[src/rtl/prrt_pkg.sv]
// Shared types and constants for the port range reservation table.
// No dependencies; prrt_cell and port_range_reservation_table import this package.
package prrt_pkg;

    localparam int HANDLE_BITS  = 4;
    localparam int HANDLE_LIMIT = 16;
    localparam int PORT_BITS    = 16;
    localparam logic [PORT_BITS:0] PORT_SPACE = 17'h10000;

    typedef enum logic [1:0] {
        REQ_RESERVE = 2'd0,
        REQ_RELEASE = 2'd1,
        REQ_ACCESS  = 2'd2,
        REQ_UNUSED  = 2'd3
    } req_type_t;

    typedef enum logic [2:0] {
        STAT_OK      = 3'd0,
        STAT_INVALID = 3'd1,
        STAT_RANGE   = 3'd2,
        STAT_BUSY    = 3'd3,
        STAT_FULL    = 3'd4
    } status_t;

    typedef enum logic {
        S_IDLE,
        S_RUN
    } state_t;

    // request fields broadcast to every cell
    typedef struct packed {
        logic [PORT_BITS-1:0]   first;
        logic [PORT_BITS-1:0]   last;
        logic [PORT_BITS-1:0]   length;
        logic [HANDLE_BITS-1:0] handle;
    } bcast_t;

    // table update issued when a word completes
    typedef struct packed {
        logic                   set;
        logic                   clr;
        logic [HANDLE_BITS-1:0] slot;
    } wr_t;

    // partial result handed from cell to cell
    typedef struct packed {
        logic                   busy;
        logic                   found;
        logic [HANDLE_BITS-1:0] idx;
        logic                   hit;
        logic [PORT_BITS-1:0]   base;
        logic [PORT_BITS-1:0]   length;
    } chain_t;

endpackage

[src/rtl/prrt_req_if.sv]
// Request channel: valid/ready handshake carrying one request word.
// Depends on nothing.
interface prrt_req_if;
    logic        valid;
    logic        ready;
    logic [1:0]  req_type;
    logic [15:0] range_base;
    logic [15:0] range_length;
    logic [3:0]  slot_handle;
    logic [15:0] port_offset;
    logic [7:0]  access_width;

    modport source (
        output valid, req_type, range_base, range_length,
               slot_handle, port_offset, access_width,
        input  ready
    );
    modport sink (
        input  valid, req_type, range_base, range_length,
               slot_handle, port_offset, access_width,
        output ready
    );
endinterface

[src/rtl/prrt_rsp_if.sv]
// Response channel: valid/ready handshake carrying one result word.
// Depends on nothing.
interface prrt_rsp_if;
    logic        valid;
    logic        ready;
    logic [2:0]  status;
    logic [3:0]  granted_slot;
    logic [15:0] port_address;

    modport source (
        output valid, status, granted_slot, port_address,
        input  ready
    );
    modport sink (
        input  valid, status, granted_slot, port_address,
        output ready
    );
endinterface

[src/rtl/prrt_cell.sv]
// One table slot: holds valid, base, length and end, and folds its own
// checks into the chain word from its lower neighbor. Depends on prrt_pkg.
module prrt_cell #(
    parameter int CELL_IDX = 0
) (
    input  logic             clk,
    input  logic             rst_n,
    input  prrt_pkg::bcast_t bcast,
    input  prrt_pkg::wr_t    wr,
    input  prrt_pkg::chain_t chain_in,
    output prrt_pkg::chain_t chain_out
);
    import prrt_pkg::*;

    localparam logic [HANDLE_BITS-1:0] MY_IDX = HANDLE_BITS'(CELL_IDX);
    localparam bit NAMED = (CELL_IDX < HANDLE_LIMIT);

    logic                 valid_reg;
    logic [PORT_BITS-1:0] base_reg;
    logic [PORT_BITS-1:0] len_reg;
    logic [PORT_BITS-1:0] end_reg;
    chain_t               chain_reg;
    chain_t               chain_next;
    logic                 selected;
    logic                 overlap;

    assign selected = NAMED && (wr.slot == MY_IDX);

    always_ff @(posedge clk or negedge rst_n)
    begin
        if (!rst_n)
        begin
            valid_reg <= 1'b0;
        end
        else if (selected && wr.set)
        begin
            valid_reg <= 1'b1;
        end
        else if (selected && wr.clr)
        begin
            valid_reg <= 1'b0;
        end
    end

    always_ff @(posedge clk)
    begin
        if (selected && wr.set)
        begin
            base_reg <= bcast.first;
            len_reg  <= bcast.length;
            end_reg  <= bcast.last;
        end
    end

    // inclusive spans meet unless one ends before the other starts
    assign overlap = valid_reg && !((bcast.last < base_reg) || (end_reg < bcast.first));

    always_comb
    begin
        chain_next      = chain_in;
        chain_next.busy = chain_in.busy | overlap;
        if (!chain_in.found && !valid_reg && NAMED)
        begin
            chain_next.found = 1'b1;
            chain_next.idx   = MY_IDX;
        end
        if (NAMED && (bcast.handle == MY_IDX))
        begin
            chain_next.hit    = valid_reg;
            chain_next.base   = base_reg;
            chain_next.length = len_reg;
        end
    end

    always_ff @(posedge clk or negedge rst_n)
    begin
        if (!rst_n)
        begin
            chain_reg <= '0;
        end
        else
        begin
            chain_reg <= chain_next;
        end
    end

    assign chain_out = chain_reg;

endmodule

[src/rtl/port_range_reservation_table.sv]
// Port range reservation table. Holds REGION_SLOTS reserved ranges of 16-bit
// port addresses in a row of slot cells. Request words: reserve a range (gets
// the lowest free slot below 16 as a handle, or busy / full), release a slot,
// or check an access of width 1, 2 or 4 at an offset in a slot's region,
// returning the port address. The request is held and broadcast while a
// registered partial result (overlap seen, lowest free slot, selected
// slot's region) walks one cell per cycle to the end of the row; the last
// cycle forms the result and updates the table once the output register is
// free. A new word is taken only once the previous one is finished and the
// sequencer is back in idle. A finished result sits in an output register,
// so the next request is taken as soon as the chain is free even if the
// previous result is still waiting. Reserve and release are refused while
// manager_enabled (cfg_wr_en / cfg_wr_data, reset 0) is low; access checks
// are not. Config is to be written only while idle; the block itself does
// not enforce this.
// Depends on prrt_pkg, prrt_req_if, prrt_rsp_if and prrt_cell.
module port_range_reservation_table #(
    parameter int REGION_SLOTS = 16
) (
    input  logic         clk,
    input  logic         rst_n,
    prrt_req_if.sink     req,
    prrt_rsp_if.source   rsp,
    input  logic         cfg_wr_en,
    input  logic         cfg_wr_data
);
    import prrt_pkg::*;

    localparam int CW = $clog2(REGION_SLOTS + 1);
    localparam logic [CW-1:0] CNT_DONE = CW'(REGION_SLOTS);

    // state and held request word
    state_t               state_reg, state_next;
    logic [CW-1:0]        cnt_reg, cnt_next;
    logic                 en_reg;
    req_type_t            type_reg;
    logic [PORT_BITS-1:0] base_reg;
    logic [PORT_BITS-1:0] len_reg;
    logic [3:0]           handle_reg;
    logic [PORT_BITS-1:0] offset_reg;
    logic [7:0]           width_reg;

    // output register
    logic                 out_valid_reg, out_valid_next;
    status_t              out_status_reg, out_status_next;
    logic [3:0]           out_slot_reg, out_slot_next;
    logic [PORT_BITS-1:0] out_addr_reg, out_addr_next;

    bcast_t               bcast;
    wr_t                  wr;
    chain_t               chain [REGION_SLOTS+1];
    chain_t               tail;
    logic                 accept;
    logic                 out_free;
    logic [PORT_BITS:0]   reserve_end;
    logic [PORT_BITS:0]   access_end;
    logic                 width_ok;

    assign accept    = req.valid && req.ready;
    assign req.ready = (state_reg == S_IDLE);
    assign out_free  = !out_valid_reg || rsp.ready;

    always_ff @(posedge clk or negedge rst_n)
    begin
        if (!rst_n)
        begin
            en_reg <= 1'b0;
        end
        else if (cfg_wr_en)
        begin
            en_reg <= cfg_wr_data;
        end
    end

    always_ff @(posedge clk)
    begin
        if (accept)
        begin
            type_reg   <= req_type_t'(req.req_type);
            base_reg   <= req.range_base;
            len_reg    <= req.range_length;
            handle_reg <= req.slot_handle;
            offset_reg <= req.port_offset;
            width_reg  <= req.access_width;
        end
    end

    // broadcast; last port is only meaningful once the range checks pass
    assign bcast.first  = base_reg;
    assign bcast.last   = base_reg + len_reg - 16'd1;
    assign bcast.length = len_reg;
    assign bcast.handle = handle_reg;

    // the cell row
    assign chain[0] = '0;
    generate
        for (genvar i = 0; i < REGION_SLOTS; i++)
        begin : g_cell
            prrt_cell #(
                .CELL_IDX (i)
            ) u_cell (
                .clk       (clk),
                .rst_n     (rst_n),
                .bcast     (bcast),
                .wr        (wr),
                .chain_in  (chain[i]),
                .chain_out (chain[i+1])
            );
        end
    endgenerate
    assign tail = chain[REGION_SLOTS];

    assign reserve_end = {1'b0, base_reg} + {1'b0, len_reg};
    assign access_end  = {1'b0, offset_reg} + {9'd0, width_reg};
    assign width_ok    = (width_reg == 8'd1) || (width_reg == 8'd2) || (width_reg == 8'd4);

    // sequencer: run the chain, then form the result and update the table
    always_comb
    begin
        state_next      = state_reg;
        cnt_next        = cnt_reg;
        out_valid_next  = out_valid_reg && !rsp.ready;
        out_status_next = out_status_reg;
        out_slot_next   = out_slot_reg;
        out_addr_next   = out_addr_reg;
        wr              = '0;
        unique case (state_reg)
            S_IDLE:
            begin
                if (accept)
                begin
                    state_next = S_RUN;
                    cnt_next   = '0;
                end
            end
            S_RUN:
            begin
                if (cnt_reg != CNT_DONE)
                begin
                    cnt_next = cnt_reg + 1'b1;
                end
                else if (out_free)
                begin
                    state_next      = S_IDLE;
                    out_valid_next  = 1'b1;
                    out_status_next = STAT_INVALID;
                    out_slot_next   = '0;
                    out_addr_next   = '0;
                    unique case (type_reg)
                        REQ_RESERVE:
                        begin
                            priority if (!en_reg || (len_reg == '0))
                            begin
                                out_status_next = STAT_INVALID;
                            end
                            else if (reserve_end > PORT_SPACE)
                            begin
                                out_status_next = STAT_RANGE;
                            end
                            else if (tail.busy)
                            begin
                                out_status_next = STAT_BUSY;
                            end
                            else if (!tail.found)
                            begin
                                out_status_next = STAT_FULL;
                            end
                            else
                            begin
                                out_status_next = STAT_OK;
                                out_slot_next   = tail.idx;
                                wr.set          = 1'b1;
                                wr.slot         = tail.idx;
                            end
                        end
                        REQ_RELEASE:
                        begin
                            if (en_reg && tail.hit)
                            begin
                                out_status_next = STAT_OK;
                                wr.clr          = 1'b1;
                                wr.slot         = handle_reg;
                            end
                        end
                        REQ_ACCESS:
                        begin
                            if (tail.hit && width_ok)
                            begin
                                if (access_end > {1'b0, tail.length})
                                begin
                                    out_status_next = STAT_RANGE;
                                end
                                else
                                begin
                                    out_status_next = STAT_OK;
                                    out_addr_next   = tail.base + offset_reg;
                                end
                            end
                        end
                        REQ_UNUSED:
                        begin
                            out_status_next = STAT_INVALID;
                        end
                        default:
                        begin
                            out_status_next = STAT_INVALID;
                        end
                    endcase
                end
            end
            default:
            begin
                state_next = S_IDLE;
            end
        endcase
    end

    always_ff @(posedge clk or negedge rst_n)
    begin
        if (!rst_n)
        begin
            state_reg     <= S_IDLE;
            cnt_reg       <= '0;
            out_valid_reg <= 1'b0;
        end
        else
        begin
            state_reg     <= state_next;
            cnt_reg       <= cnt_next;
            out_valid_reg <= out_valid_next;
        end
    end

    always_ff @(posedge clk)
    begin
        out_status_reg <= out_status_next;
        out_slot_reg   <= out_slot_next;
        out_addr_reg   <= out_addr_next;
    end

    assign rsp.valid        = out_valid_reg;
    assign rsp.status       = out_status_reg;
    assign rsp.granted_slot = out_slot_reg;
    assign rsp.port_address = out_addr_reg;

endmodule
[src/flat_wrapper.sv]
// flat-port wrapper written by rule: the top's interface ports become plain ports
module port_range_reservation_table_flat import prrt_pkg::*;
#(
    parameter int REGION_SLOTS = 16
)
  (clk, rst_n, cfg_wr_en, cfg_wr_data, req_valid, req_req_type, req_range_base, req_range_length, req_slot_handle, req_port_offset, req_access_width, req_ready, rsp_valid, rsp_status, rsp_granted_slot, rsp_port_address, rsp_ready);
  prrt_req_if req_i ();
  prrt_rsp_if rsp_i ();
  input  logic clk;
  input  logic rst_n;
  input  logic cfg_wr_en;
  input  logic cfg_wr_data;
  input wire logic [$bits(req_i.valid)-1:0] req_valid;
  input wire logic [$bits(req_i.req_type)-1:0] req_req_type;
  input wire logic [$bits(req_i.range_base)-1:0] req_range_base;
  input wire logic [$bits(req_i.range_length)-1:0] req_range_length;
  input wire logic [$bits(req_i.slot_handle)-1:0] req_slot_handle;
  input wire logic [$bits(req_i.port_offset)-1:0] req_port_offset;
  input wire logic [$bits(req_i.access_width)-1:0] req_access_width;
  output wire logic [$bits(req_i.ready)-1:0] req_ready;
  output wire logic [$bits(rsp_i.valid)-1:0] rsp_valid;
  output wire logic [$bits(rsp_i.status)-1:0] rsp_status;
  output wire logic [$bits(rsp_i.granted_slot)-1:0] rsp_granted_slot;
  output wire logic [$bits(rsp_i.port_address)-1:0] rsp_port_address;
  input wire logic [$bits(rsp_i.ready)-1:0] rsp_ready;
  assign req_i.valid = req_valid;
  assign req_i.req_type = req_req_type;
  assign req_i.range_base = req_range_base;
  assign req_i.range_length = req_range_length;
  assign req_i.slot_handle = req_slot_handle;
  assign req_i.port_offset = req_port_offset;
  assign req_i.access_width = req_access_width;
  assign req_ready = req_i.ready;
  assign rsp_valid = rsp_i.valid;
  assign rsp_status = rsp_i.status;
  assign rsp_granted_slot = rsp_i.granted_slot;
  assign rsp_port_address = rsp_i.port_address;
  assign rsp_i.ready = rsp_ready;
  port_range_reservation_table #(.REGION_SLOTS(REGION_SLOTS)) u_core (.clk(clk), .rst_n(rst_n), .req(req_i), .rsp(rsp_i), .cfg_wr_en(cfg_wr_en), .cfg_wr_data(cfg_wr_data));
endmodule
[config.mk]
export PLATFORM = sky130hd
export DESIGN_NAME = port_range_reservation_table_flat
export DESIGN_NICKNAME = d
export VERILOG_FILES = /design/src/rtl/prrt_pkg.sv /design/src/rtl/prrt_req_if.sv /design/src/rtl/prrt_rsp_if.sv /design/src/rtl/prrt_cell.sv /design/src/rtl/port_range_reservation_table.sv /design/src/flat_wrapper.sv
export SDC_FILE = /design/constraint.sdc
export NUM_CORES = 2
export LEC_CHECK = 0
export ABC_AREA = 0
export ABC_CLOCK_PERIOD_IN_PS = 10270
export BUFFER_PORTS_ARGS = -buffer_cell sky130_fd_sc_hd__buf_4
export CORE_MARGIN = 2
export CORE_UTILIZATION = 60
export CTS_CLUSTER_SIZE = 8
export DETAILED_ROUTE_END_ITERATION = 6
export PLACE_DENSITY = 0.76
export SYNTH_ARGS = -nofsm -noshare
export SYNTH_HDL_FRONTEND = slang
export SYNTH_SLANG_ARGS = --single-unit
[constraint.sdc]
create_clock -name clk -period 10.27 [get_ports clk]
set_clock_uncertainty 0.15 [all_clocks]
set_input_delay 1.027 -clock clk [delete_from_list [all_inputs] [get_ports clk]]
set_output_delay 1.027 -clock clk [all_outputs]
set_load 0.005 [all_outputs]
==> impl_metrics.tcl <==
set metrics [dict create \
    crit_path_end_kind "flip-flop" \
    clock_tree.root_cell "clkbuf_16" \
    avgSynthCellArea_um2 14.73 \
    setup_viol 0 \
    synth-main-ff-cell "edfxtp_1" \
    first_global_vias 38411 \
    ys_top_cells_by_count "edfxtp_1, dfrtp_1, ha_1" \
    ant_nets 0 \
    grt_start_max_net_pins 156 \
    post_cts_resized 0 \
    final_core_util 0.6941 \
    final_cells 6138 \
    dp_hpwl_um 90070 \
    routedWlPerCell_um 23.94 \
    worstSetupStartpointType "flip-flop" \
    hold_viol_final 0 \
    worstMarginPinSlew_ns 1.164 \
    fp.dieH_um 328.3 \
    gr-total-overflow 0 \
    max_freq_mhz 161.7 \
    synth_cells 4286 \
    drc 0 \
    fin_setup_tns_ns 0 \
    cpMaxStageDelayCell "ha_1" \
    fin_crit_sh 0.6021 \
    crit_type "reg2reg" \
    synth_top_area_frac 0.4058 \
    hp-class "in2async" \
    initialDrtViolationCount 2914 \
    ys_warn_count 0 \
    num_rows 118 \
    hold_buffers 0 \
    synth-seq-area-share 0.6568 \
    synth_nets 4924 \
    cp_max_fo 32 \
    cts_buffers 203 \
    pin_count 93 \
    largest_reg_flops 609 \
    track_usage 0.2784 \
    synth-edff-count 853 \
    vias 36403 \
    h-tree-depth 4 \
    antenna_cells 0 \
    ir_drop_mv 0.1834 \
    hold_ws_ns 0.2037 \
    relSlewSlack 0.2198 \
    avgViaCountPerCell 5.931 \
    antenna_found_initial 1 \
    synth_top_area_cell "edfxtp_1" \
    portBuffers 92 \
    final_max_slew_viol_count 0 \
    slowest_delay_ns 0.45 \
    gp_congestion 0.9151 \
    cts_buffer_depth 3 \
    finalCriticalPeriod_ns 6.183 \
    core-area_um2 103900 \
    clock_latency_ns 0.80 \
    clkTransAtPathRegs_ns 0.05 \
    die_w_um 328.3 \
    post-place-ws_ns 4.149 \
    routed_wl_um 146900 \
    initial_core_util 0.6072 \
    first_pass_iters 5 \
    crit_chain "buf_4, inv_1, ha_1, inv_1, ha_1, fa_1, a21o_1, a21oi_1, o21bai_1, a21oi_1, o21bai_1, a21oi_1, o211ai_1, a31o_2, a21oi_1, xnor2_2, buf_4, ha_1, o21ai_0, a21oi_1, and3_1, a21bo_2, a21o_1" \
    arrival_ns 6.70 \
    synth_most_common_cell "edfxtp_1" \
    final_cell_area_um2 72150 \
    crit_path_frequent_cell "a21oi_1" \
    synthTopCellsByArea "edfxtp_1, dfrtp_1, ha_1" \
    synth_cell_types 72 \
    fin_nets 5236 \
    area_growth_pct 14.31 \
    cpLargestDelayFamily "compound AO/OA/AOI/OAI gates" \
    fillers 6861 \
    path_buf_inv 4 \
    status "completed" \
    ys_ff_latch 1486 \
    rsz0062_at_grt "false" \
    total_power_mw 15.94 \
    synth_area_um2 63120 \
    required_ns 10.79 \
    postSynth.asyncResetShare 0.4260 \
    power-per-cell-area_nw_per_um2 221.0 \
    max_cap_violations 0 \
    dieArea_um2 107800 \
    layout_setup_ws_ns 4.087 \
    leakagePower_nw 31.35 \
    cts_setup_buffers 0 \
    drive_above_1_share 0.1908 \
    clock-sinks 1486 \
    grt_pass1_wl_um 225400 \
    cts_tree "yes" \
    placed_cells 5773 \
    placed_area_um2 66260 \
]
-- metal layers --
metal	part of all wire	GRT usage	wire length (µm)
met1	0.42	0.3744	61400
met2	0.49	0.4611	71670
met3	0.060	0.04390	8859
met4	0.034	0.1056	5009
met5	0	0	0
-- where the power goes --
| group | internal [mW] | switching [mW] | leakage, nW |
|---|---|---|---|
| Combinational | 1.05 | 1.66 | 12.7 |
| Clock | 3.73 | 2.45 | 2.80 |
| Sequential | 6.88 | 0.171 | 15.9 |
-- worst register-to-register path: stages, from the launching register on --
cell and delay [ns]:
edfxtp_1 0.33, buf_4 0.27, inv_1 0.41, ha_1 0.46, inv_1 0.05, ha_1 0.22
fa_1 0.43, a21o_1 0.20, a21oi_1 0.27, o21bai_1 0.10, a21oi_1 0.32, o21bai_1 0.11
a21oi_1 0.38, o211ai_1 0.18, a31o_2 0.25, a21oi_1 0.22, xnor2_2 0.13, buf_4 0.45
ha_1 0.34, o21ai_0 0.16, a21oi_1 0.08, and3_1 0.19, a21bo_2 0.22, a21o_1 0.17
-- worst paths after layout --
path	cells past startpoint	from	end	slack, ns
setup / recovery	23	u_core.base_reg[1]$_DFFE_PP_	u_core.g_cell[14].u_cell.chain_out[38]$_DFF_PN0_	4.09
hold / removal	1	rst_n	u_core.g_cell[10].u_cell.chain_out[4]$_DFF_PN0_	0.20
min in group clk	1	req_range_base[2]	u_core.base_reg[2]$_DFFE_PP_	0.27
max in group asynchronous	3	rst_n	u_core.g_cell[2].u_cell.chain_out[28]$_DFF_PN0_	7.37
setup reg to reg	23	u_core.base_reg[1]$_DFFE_PP_	u_core.g_cell[14].u_cell.chain_out[38]$_DFF_PN0_	4.09
hold reg to reg	1	u_core.g_cell[10].u_cell.chain_out[33]$_DFF_PN0_	u_core.g_cell[11].u_cell.chain_out[33]$_DFF_PN0_	0.28
-- layout make-up --
class                      instances  area (µm²)  share of cell area
sequential                      1486       41450              0.5746
multi-input combinational       2351       20270              0.2810
clock buffer                     354        5710             0.07915
tap                             1380        1727             0.02393
timing repair buffer             187        1424             0.01974
inverter                         369        1385             0.01920
clock inverter                    11       175.2            0.002428
-- layout by cell type (no fill, tap or decap), types with 6 or more instances in the layout --
cell	Yosys	layout
buf_4	0	185
xnor2_1	36	24
nor3_1	33	29
dfrtp_1	633	633
nand4_1	31	31
o21bai_1	12	12
nand2b_1	50	50
o211ai_1	13	13
o2111ai_1	9	9
xnor2_2	0	12
a2111oi_0	7	7
and2_1	21	21
nor4_1	29	27
o22ai_1	6	6
nand2_1	154	154
o31ai_1	15	15
a211oi_1	28	28
a21o_1	123	123
xor2_1	12	11
nor2b_1	41	40
clkbuf_16	0	206
nor2_1	142	123
a31oi_1	15	15
nor2_4	0	19
a21boi_0	20	20
clkbuf_1	68	148
a211o_1	8	8
edfxtp_1	853	853
and4_1	8	8
or2_2	30	30
and3_1	10	10
o21a_1	81	81
o221ai_1	6	6
inv_1	369	369
o21ai_0	195	195
mux2_2	419	419
nand3_1	34	33
a21oi_1	119	119
ha_1	566	566
-- cells by family (layout without fill, tap and decap cells) --
kind of cell	after synthesis	count (layout)	synth area share
AO/OA/AOI/OAI	709	709	0.07357
XOR/XNOR	48	48	0.006661
adder cells (fa/ha/maj)	570	570	0.1135
buffers and inverters	449	921	0.02678
flip-flops	1486	1486	0.6568
multiplexers	420	420	0.07491
AND/OR/NAND/NOR	604	604	0.04780
(Power assumes the default switching activity.)
